**src/hdl/ppm_pkg.sv**
```systemverilog
`timescale 1ns / 1ps
// Package for the P3 ASCII number parser: request payload types, result
// kinds, magic-line phases and character codes. No dependencies.
package ppm_pkg;

  // Result kinds
  typedef enum logic [2:0] {
    KIND_WIDTH     = 3'd0,
    KIND_HEIGHT    = 3'd1,
    KIND_MAXVAL    = 3'd2,
    KIND_SAMPLE    = 3'd3,
    KIND_BAD_MAGIC = 3'd4,
    KIND_BAD_TOKEN = 3'd5
  } kind_t;

  // Progress through the "P3" line
  typedef enum logic [1:0] {
    MAGIC_P    = 2'd0,
    MAGIC_3    = 2'd1,
    MAGIC_LF   = 2'd2,
    MAGIC_DONE = 2'd3
  } magic_t;

  typedef struct packed {
    logic [7:0] byte_in;
    logic       last_byte;
  } in_item_t;

  typedef struct packed {
    kind_t       kind;
    logic [15:0] value;
    logic        overflow;
  } out_item_t;

  // Character codes
  localparam logic [7:0] CHAR_P    = 8'h50;
  localparam logic [7:0] CHAR_3    = 8'h33;
  localparam logic [7:0] CHAR_LF   = 8'h0A;
  localparam logic [7:0] CHAR_SP   = 8'h20;
  localparam logic [7:0] CHAR_HASH = 8'h23;
  localparam logic [7:0] CHAR_TAB  = 8'h09;
  localparam logic [7:0] CHAR_VT   = 8'h0B;
  localparam logic [7:0] CHAR_FF   = 8'h0C;
  localparam logic [7:0] CHAR_CR   = 8'h0D;
  localparam logic [7:0] CHAR_0    = 8'h30;
  localparam logic [7:0] CHAR_9    = 8'h39;

  // Number of header values before samples start
  localparam logic [1:0] HEADER_COUNT_MAX = 2'd3;

endpackage

```
**src/hdl/ppm_in_stage.sv**
```systemverilog
`timescale 1ns / 1ps
// Input register of the parser: holds one byte request for the parse core.
// Depends on ppm_pkg.
module ppm_in_stage
  import ppm_pkg::*;
(
  input  logic     clk,
  input  logic     rst_n,
  input  logic     s_valid,
  output logic     s_ready,
  input  in_item_t s_item,
  output logic     m_valid,
  input  logic     m_ready,
  output in_item_t m_item
);

  logic     valid_r;
  logic     valid_nxt;
  in_item_t item_r;

  // Load whenever empty or the held request moves on this cycle
  assign s_ready   = !valid_r || m_ready;
  assign valid_nxt = s_ready ? s_valid : valid_r;

  always_ff @(posedge clk) begin
    if (!rst_n) begin
      valid_r <= 1'b0;
    end else begin
      valid_r <= valid_nxt;
    end
  end

  always_ff @(posedge clk) begin
    if (s_ready && s_valid) begin
      item_r <= s_item;
    end
  end

  assign m_valid = valid_r;
  assign m_item  = item_r;

endmodule

```
**src/hdl/ppm_parse_core.sv**
```systemverilog
`timescale 1ns / 1ps
// Parse core: stream state and the combinational update for one byte,
// producing at most one result per byte. Depends on ppm_pkg.
module ppm_parse_core
  import ppm_pkg::*;
#(
  parameter int HEADER_VALUE_WIDTH = 16
) (
  input  logic      clk,
  input  logic      rst_n,
  input  logic      step,
  input  in_item_t  item,
  output logic      res_valid,
  output out_item_t res
);

  localparam int W = HEADER_VALUE_WIDTH;

  // State registers
  magic_t         magic_r, magic_nxt;
  logic           line_start_r, line_start_nxt;
  logic           in_comment_r, in_comment_nxt;
  logic           open_r, open_nxt;
  logic           done_r, done_nxt;
  logic           has_digit_r, has_digit_nxt;
  logic [W-1:0]   acc_r, acc_nxt;
  logic [7:0]     low_r, low_nxt;
  logic           sat_r, sat_nxt;
  logic [1:0]     hcount_r, hcount_nxt;
  logic           dropping_r, dropping_nxt;

  // Working signals
  logic [7:0]     c;
  logic [7:0]     want;
  logic           is_digit;
  logic           is_blank;
  logic           sep;
  logic           tok;
  logic           fin;
  logic           base_done;
  logic           base_has;
  logic [W-1:0]   base_acc;
  logic [7:0]     base_low;
  logic           base_sat;
  logic [W+3:0]   acc_sum;
  logic [W+3:0]   acc_max;
  logic [7:0]     low_sum;
  logic [3:0]     digit;
  logic [W+15:0]  acc_ext;

  assign c        = item.byte_in;
  assign digit    = c[3:0];
  assign is_digit = (c >= CHAR_0) && (c <= CHAR_9);
  assign is_blank = (c == CHAR_TAB) || (c == CHAR_VT) || (c == CHAR_FF) || (c == CHAR_CR);

  // Expected byte of the magic line
  always_comb begin
    unique case (magic_r)
      MAGIC_P:  want = CHAR_P;
      MAGIC_3:  want = CHAR_3;
      default:  want = CHAR_LF;
    endcase
  end

  // Token values as seen by this byte: a fresh token starts from zero
  assign base_done = open_r ? done_r      : 1'b0;
  assign base_has  = open_r ? has_digit_r : 1'b0;
  assign base_acc  = open_r ? acc_r       : '0;
  assign base_low  = open_r ? low_r       : 8'd0;
  assign base_sat  = open_r ? sat_r       : 1'b0;

  // Times ten plus digit: the header value saturates at the header limit, the low byte wraps
  assign acc_sum = {1'b0, base_acc, 3'b000} + {3'b000, base_acc, 1'b0}
                 + {{W{1'b0}}, digit};
  assign acc_max = {4'b0000, {W{1'b1}}};
  assign low_sum = {base_low[4:0], 3'b000} + {base_low[6:0], 1'b0} + {4'b0000, digit};

  // Byte update and result
  always_comb begin
    magic_nxt      = magic_r;
    line_start_nxt = line_start_r;
    in_comment_nxt = in_comment_r;
    open_nxt       = open_r;
    done_nxt       = done_r;
    has_digit_nxt  = has_digit_r;
    acc_nxt        = acc_r;
    low_nxt        = low_r;
    sat_nxt        = sat_r;
    hcount_nxt     = hcount_r;
    dropping_nxt   = dropping_r;
    res_valid      = 1'b0;
    res            = '0;
    sep            = 1'b0;
    tok            = 1'b0;
    fin            = 1'b0;
    acc_ext        = '0;

    if (step) begin
      if (dropping_r) begin
        // ignore until end of stream
      end else if (magic_r != MAGIC_DONE) begin
        if (c == want) begin
          magic_nxt = magic_t'(magic_r + 2'd1);
          if (magic_r == MAGIC_LF) begin
            line_start_nxt = 1'b1;
          end
          if (item.last_byte && (magic_r == MAGIC_P)) begin
            res_valid = 1'b1;
            res.kind  = KIND_BAD_MAGIC;
          end
        end else begin
          res_valid    = 1'b1;
          res.kind     = KIND_BAD_MAGIC;
          dropping_nxt = 1'b1;
        end
      end else begin
        // Classify the byte
        if (in_comment_r) begin
          if (c == CHAR_LF) begin
            in_comment_nxt = 1'b0;
            line_start_nxt = 1'b1;
          end
        end else if (c == CHAR_LF) begin
          sep            = 1'b1;
          line_start_nxt = 1'b1;
        end else if (c == CHAR_SP) begin
          sep            = 1'b1;
          line_start_nxt = 1'b0;
        end else if (line_start_r && (c == CHAR_HASH)) begin
          in_comment_nxt = 1'b1;
          line_start_nxt = 1'b0;
        end else begin
          line_start_nxt = 1'b0;
          tok            = 1'b1;
        end

        // Token byte
        if (tok) begin
          open_nxt      = 1'b1;
          done_nxt      = base_done;
          has_digit_nxt = base_has;
          acc_nxt       = base_acc;
          low_nxt       = base_low;
          sat_nxt       = base_sat;
          if (!base_done) begin
            if (!base_has && is_blank) begin
              // leading blank skipped
            end else if (is_digit) begin
              has_digit_nxt = 1'b1;
              low_nxt       = low_sum;
              if (acc_sum > acc_max) begin
                acc_nxt = {W{1'b1}};
                sat_nxt = 1'b1;
              end else begin
                acc_nxt = acc_sum[W-1:0];
              end
            end else begin
              done_nxt = 1'b1;
            end
          end
        end

        // Token end on separator or end of stream
        fin = (sep || item.last_byte) && open_nxt;
        if (fin) begin
          open_nxt  = 1'b0;
          res_valid = 1'b1;
          acc_ext   = {16'd0, acc_nxt};
          if (!has_digit_nxt) begin
            res.kind     = KIND_BAD_TOKEN;
            dropping_nxt = 1'b1;
          end else if (hcount_r != HEADER_COUNT_MAX) begin
            res.kind     = kind_t'({1'b0, hcount_r});
            res.value    = acc_ext[15:0];
            res.overflow = sat_nxt;
            hcount_nxt   = hcount_r + 2'd1;
          end else begin
            res.kind  = KIND_SAMPLE;
            res.value = {8'd0, low_nxt};
          end
        end
      end

      // End of stream: back to the start state
      if (item.last_byte) begin
        magic_nxt      = MAGIC_P;
        line_start_nxt = 1'b1;
        in_comment_nxt = 1'b0;
        open_nxt       = 1'b0;
        done_nxt       = 1'b0;
        has_digit_nxt  = 1'b0;
        acc_nxt        = '0;
        low_nxt        = 8'd0;
        sat_nxt        = 1'b0;
        hcount_nxt     = 2'd0;
        dropping_nxt   = 1'b0;
      end
    end
  end

  always_ff @(posedge clk) begin
    if (!rst_n) begin
      magic_r      <= MAGIC_P;
      line_start_r <= 1'b1;
      in_comment_r <= 1'b0;
      open_r       <= 1'b0;
      done_r       <= 1'b0;
      has_digit_r  <= 1'b0;
      acc_r        <= '0;
      low_r        <= 8'd0;
      sat_r        <= 1'b0;
      hcount_r     <= 2'd0;
      dropping_r   <= 1'b0;
    end else begin
      magic_r      <= magic_nxt;
      line_start_r <= line_start_nxt;
      in_comment_r <= in_comment_nxt;
      open_r       <= open_nxt;
      done_r       <= done_nxt;
      has_digit_r  <= has_digit_nxt;
      acc_r        <= acc_nxt;
      low_r        <= low_nxt;
      sat_r        <= sat_nxt;
      hcount_r     <= hcount_nxt;
      dropping_r   <= dropping_nxt;
    end
  end

endmodule

```
**src/hdl/ppm_out_stage.sv**
```systemverilog
`timescale 1ns / 1ps
// Result register of the parser: holds one result until the consumer takes
// it. Depends on ppm_pkg.
module ppm_out_stage
  import ppm_pkg::*;
(
  input  logic      clk,
  input  logic      rst_n,
  input  logic      load,
  input  out_item_t load_item,
  output logic      can_load,
  output logic      m_valid,
  input  logic      m_ready,
  output out_item_t m_item
);

  logic      valid_r;
  logic      valid_nxt;
  out_item_t item_r;

  // Free when empty or being taken this cycle
  assign can_load = !valid_r || m_ready;

  always_comb begin
    if (load) begin
      valid_nxt = 1'b1;
    end else if (m_ready) begin
      valid_nxt = 1'b0;
    end else begin
      valid_nxt = valid_r;
    end
  end

  always_ff @(posedge clk) begin
    if (!rst_n) begin
      valid_r <= 1'b0;
    end else begin
      valid_r <= valid_nxt;
    end
  end

  always_ff @(posedge clk) begin
    if (load) begin
      item_r <= load_item;
    end
  end

  assign m_valid = valid_r;
  assign m_item  = item_r;

endmodule

```
**src/hdl/ppm_ascii_number_parser.sv**
```systemverilog
`timescale 1ns / 1ps
// P3 ASCII number parser, top level: one byte request per cycle while the result
// register has room. An accepted byte goes into the input register, which feeds
// the parse core; the core loads the result register when that has room.
// Throughput: 1 byte per cycle, held back when the result consumer stalls. Reset:
// synchronous active-low rst_n empties both registers and returns
// the parser to the start of a stream. Depends on ppm_pkg and the ppm_ modules.
module ppm_ascii_number_parser
  import ppm_pkg::*;
#(
  parameter int HEADER_VALUE_WIDTH = 16
) (
  input  logic      clk,
  input  logic      rst_n,
  input  logic      in_valid,
  output logic      in_ready,
  input  in_item_t  in_item,
  output logic      out_valid,
  input  logic      out_ready,
  output out_item_t out_item
);

  logic      byte_valid;
  in_item_t  byte_item;
  logic      step;
  logic      can_load;
  logic      res_valid;
  out_item_t res;

  ppm_in_stage u_in_stage (
    .clk     (clk),
    .rst_n   (rst_n),
    .s_valid (in_valid),
    .s_ready (in_ready),
    .s_item  (in_item),
    .m_valid (byte_valid),
    .m_ready (can_load),
    .m_item  (byte_item)
  );

  // A byte is processed when the result register has room
  assign step = byte_valid && can_load;

  ppm_parse_core #(
    .HEADER_VALUE_WIDTH (HEADER_VALUE_WIDTH)
  ) u_parse_core (
    .clk       (clk),
    .rst_n     (rst_n),
    .step      (step),
    .item      (byte_item),
    .res_valid (res_valid),
    .res       (res)
  );

  ppm_out_stage u_out_stage (
    .clk       (clk),
    .rst_n     (rst_n),
    .load      (res_valid),
    .load_item (res),
    .can_load  (can_load),
    .m_valid   (out_valid),
    .m_ready   (out_ready),
    .m_item    (out_item)
  );

endmodule

```
**config.mk**
```make
export PLATFORM = sky130hd
export DESIGN_NAME = ppm_ascii_number_parser
export DESIGN_NICKNAME = d
export VERILOG_FILES = /design/src/hdl/ppm_pkg.sv /design/src/hdl/ppm_in_stage.sv /design/src/hdl/ppm_parse_core.sv /design/src/hdl/ppm_out_stage.sv /design/src/hdl/ppm_ascii_number_parser.sv
export SDC_FILE = /design/constraint.sdc
export NUM_CORES = 1
export LEC_CHECK = 0
export ABC_AREA = 0
export ABC_CLOCK_PERIOD_IN_PS = 7800
export BUFFER_PORTS_ARGS = -buffer_cell sky130_fd_sc_hd__buf_2
export CAP_MARGIN = 20
export CORE_MARGIN = 4
export CORE_UTILIZATION = 60
export CTS_CLUSTER_DIAMETER = 40
export CTS_CLUSTER_SIZE = 12
export DETAILED_ROUTE_END_ITERATION = 10
export PLACE_DENSITY = 0.89
export SYNTH_ARGS = -nofsm -noshare
export SYNTH_HDL_FRONTEND = slang
export SYNTH_SLANG_ARGS = --single-unit
```
**constraint.sdc**
```tcl
create_clock -name clk -period 7.8 [get_ports clk]
set_clock_uncertainty 0.05 [all_clocks]
set_input_delay 1.56 -clock clk [delete_from_list [all_inputs] [get_ports clk]]
set_output_delay 1.56 -clock clk [all_outputs]
set_load 0.1 [all_outputs]
```
==> out/metrics.cfg <==
[clocking]
cts_setup_buffers=0
cts_buffers=9
worstSkewPairLatency_ns=0.36
cts-root-buf=clkbuf_8
post_cts_resized=0
cts_hold_buf=0
cts.sink_count=66
path_clk_slew_ns=0.08
cts.path.max_buffers=2
cts-htree-levels=3
tritoncts=done

[critical_path]
crit_type=reg2reg
r2r_start=u_parse_core.open_r
cp-startpoint=u_parse_core.open_r
crit_path_max_fanout=33
slowest_delay_ns=0.95
critical_path.most_common_cell=ha_1
crit_end=u_out_stage.m_item[15]
critPathRequiredTime_ns=7.87
rrSetupSlack_ns=2.74
cp_cell_sequence=nand2_1 -> xnor2_1 -> ha_1 -> a31o_2 -> ha_1 -> a21oi_1 -> a211oi_2 -> nor2_1 -> o41ai_1 -> mux2_4 -> nor4b_4 -> a31oi_1 -> a22o_1
cp_slowest_cell=dfxtp_1
endpoint_kind=register
worst_r2r_path_depth=13
cp-start-kind=register
reg2reg_to=u_out_stage.m_item[15]
arrival_ns=5.13

[logic_synthesis]
ys_seq_elements=66
synth_seq_area_share_pct=32.3
synth.avg_cell_area_um2=9.12
synth_cells=547
yosysUniqueCellTypes=74
syn_nets=610
synth-main-ff-cell=dfxtp_1
synthArstFlopShare_pct=0
syn-cell-area_um2=4990
synth-edff-count=29
synth_warnings=0

[layout]
syn_to_final_growth_pct=8.11
fillCellCount=597
drive_gt1_share_pct=15.1
fin_util_pct=68.3
antenna_cells=0
fin_nets=633

[drt]
vias=4453
antenna_left=0
drt-vias-per-instance=6.58
drcViolationCount=0
wire_per_inst_um=18.4
drt_iter0_markers=417
dr.pass1.iters=5
wirelength_um=12500

[sta]
period_needed_ns=5.06
period_share_pct=64.8
whs_ns=0.437
max_freq_mhz=198
hold_viol=0
fin_ws_ns=2.74
tightest_slew_ns=0.958
setup_tns_ns=0
grt_setup_unrepaired=no
slew_headroom_pct=36.0
slew_viol_final=0
finalSetupViolCount=0

[flow_run]
drv_cap=0

[die]
io-pin-count=35
start_util_pct=63.2
die_h_um=99.2
core_um2=7890
chipWidth_um=99.2
die_area_um2=9830
num_rows=32

[placement]
port_buffers=34
hpwlAfterDp_um=9220
gp_congestion=0.955
dpl_worst_slack_ns=2.78

[global_routing]
grt_pass1_wl_um=20900
antenna_found_initial=0
grt_max_degree=34
grtUsageTotal_pct=26.3
grt_overflow=0
first_global_vias=4313

[pwr]
p_leak_nw=2.27
power_density_nw_per_um2=139
vdd_drop_max_uv=124
power.total_w=0.000751

[worst_hold_path]
hold_class=reg2reg

[status]
run_status=completed

==> worst max-delay path: cells and delay by family (launching register included) <==
| family | cells | cell delay, ns |
|---|---|---|
| flops | 1 | 0.95 |
| fa+ha+maj | 2 | 0.57 |
| mux | 1 | 0.37 |
| compound gates | 6 | 1.56 |
| simple gates | 3 | 1.13 |
| xor+xnor | 1 | 0.18 |
==> power by group <==
group / switching (W) / internal [W]
clock network: 0.000145 / 0.000156
logic: 0.0000513 / 0.0000179
registers: 0.0000117 / 0.000368
==> kinds of logic after synthesis <==
family                     after synthesis  synth area share (%)
AOI/OAI and AO/OA                      182                  26.2
muxes                                    2                 0.502
buffers and inverters                   40                  3.69
DFF                                     66                  32.3
and+or+nand+nor                        189                  21.1
xor gates and xnor gates                18                  3.16
adders and majority gates               50                  13.0
==> layout make-up <==
type / instances / area [µm²] / share of cell area, %
Clock buffer: 10 / 138 / 2.55
Sequential cell: 66 / 1610 / 29.9
Tap cell: 102 / 128 / 2.37
Multi-Input combinational cell: 441 / 3190 / 59.3
Timing Repair Buffer: 37 / 200 / 3.71
Inverter: 15 / 56.3 / 1.04
Clock inverter: 6 / 62.6 / 1.16
==> synthesized netlist by cell type (11+ instances only) <==
cell / instances / area, µm²
clkbuf_1: 15 / 56.3
a22o_1: 15 / 131
dfxtp_1: 37 / 741
nor2b_1: 15 / 93.8
a21o_1: 11 / 82.6
and2_1: 25 / 156
edfxtp_1: 29 / 871
a21oi_1: 44 / 220
a22oi_1: 11 / 82.6
ha_1: 47 / 588
o21ai_0: 24 / 120
xnor2_1: 13 / 114
nand2_1: 51 / 191
nand3_1: 12 / 60.1
nor2_1: 33 / 124
inv_1: 15 / 56.3
==> sequential cells by signal (all words and copies together) (netlist names), 2 cells and up <==
signal,cells
u_out_stage.m_item,20
u_parse_core.acc_r,16
u_parse_core.low_r,8
u_parse_core.hcount_r,2
u_in_stage.m_item,9
u_parse_core.magic_r,2
==> routing by layer <==
metal / global-route usage, % / up-vias / routed length (µm)
met3: 7.15 / 33 / 1040
met2: 41.4 / 222 / 5750
met1: 34.4 / 2091 / 5340
met4: 10.1 / 0 / 329
met5: 0 / - / 0
li1: - / 2107 / -
==> layout by cell type, fill, tap and decap left out, types with 10 or more instances in the layout <==
cell type / n
nand2_1: 51
ha_1: 47
a21oi_1: 43
dfxtp_1: 37
buf_2: 34
nor2_1: 33
edfxtp_1: 29
and2_1: 25
o21ai_0: 24
inv_1: 15
nor2b_1: 15
a22o_1: 15
xnor2_1: 13
nand3_1: 12
a21o_1: 11
a22oi_1: 11
clkbuf_8: 10
==> how the worst min path moves through the flow <==
stage / endpoint / slack (ns) / from / depth (start not counted)
6_report: u_parse_core.acc_r[11] / 0.44 / u_parse_core.acc_r[11] / 1
3_3_place_gp: u_parse_core.acc_r[4] / 0.42 / u_parse_core.acc_r[4] / 1
5_1_grt: u_parse_core.acc_r[11] / 0.46 / u_parse_core.acc_r[11] / 1
4_1_cts: u_parse_core.acc_r[11] / 0.44 / u_parse_core.acc_r[11] / 1
2_1_floorplan: u_parse_core.acc_r[1] / 0.39 / u_parse_core.acc_r[1] / 2
3_5_place_dp: u_parse_core.acc_r[11] / 0.42 / u_parse_core.acc_r[11] / 1
==> through the flow <==
stage	cells	instance area [µm²]
floorplan	547	4990
global placement	660	5170
detailed placement	660	5170
CTS	676	5380
global route	677	5390
finish	677	5390
Power figures use the tool's default switching activity.
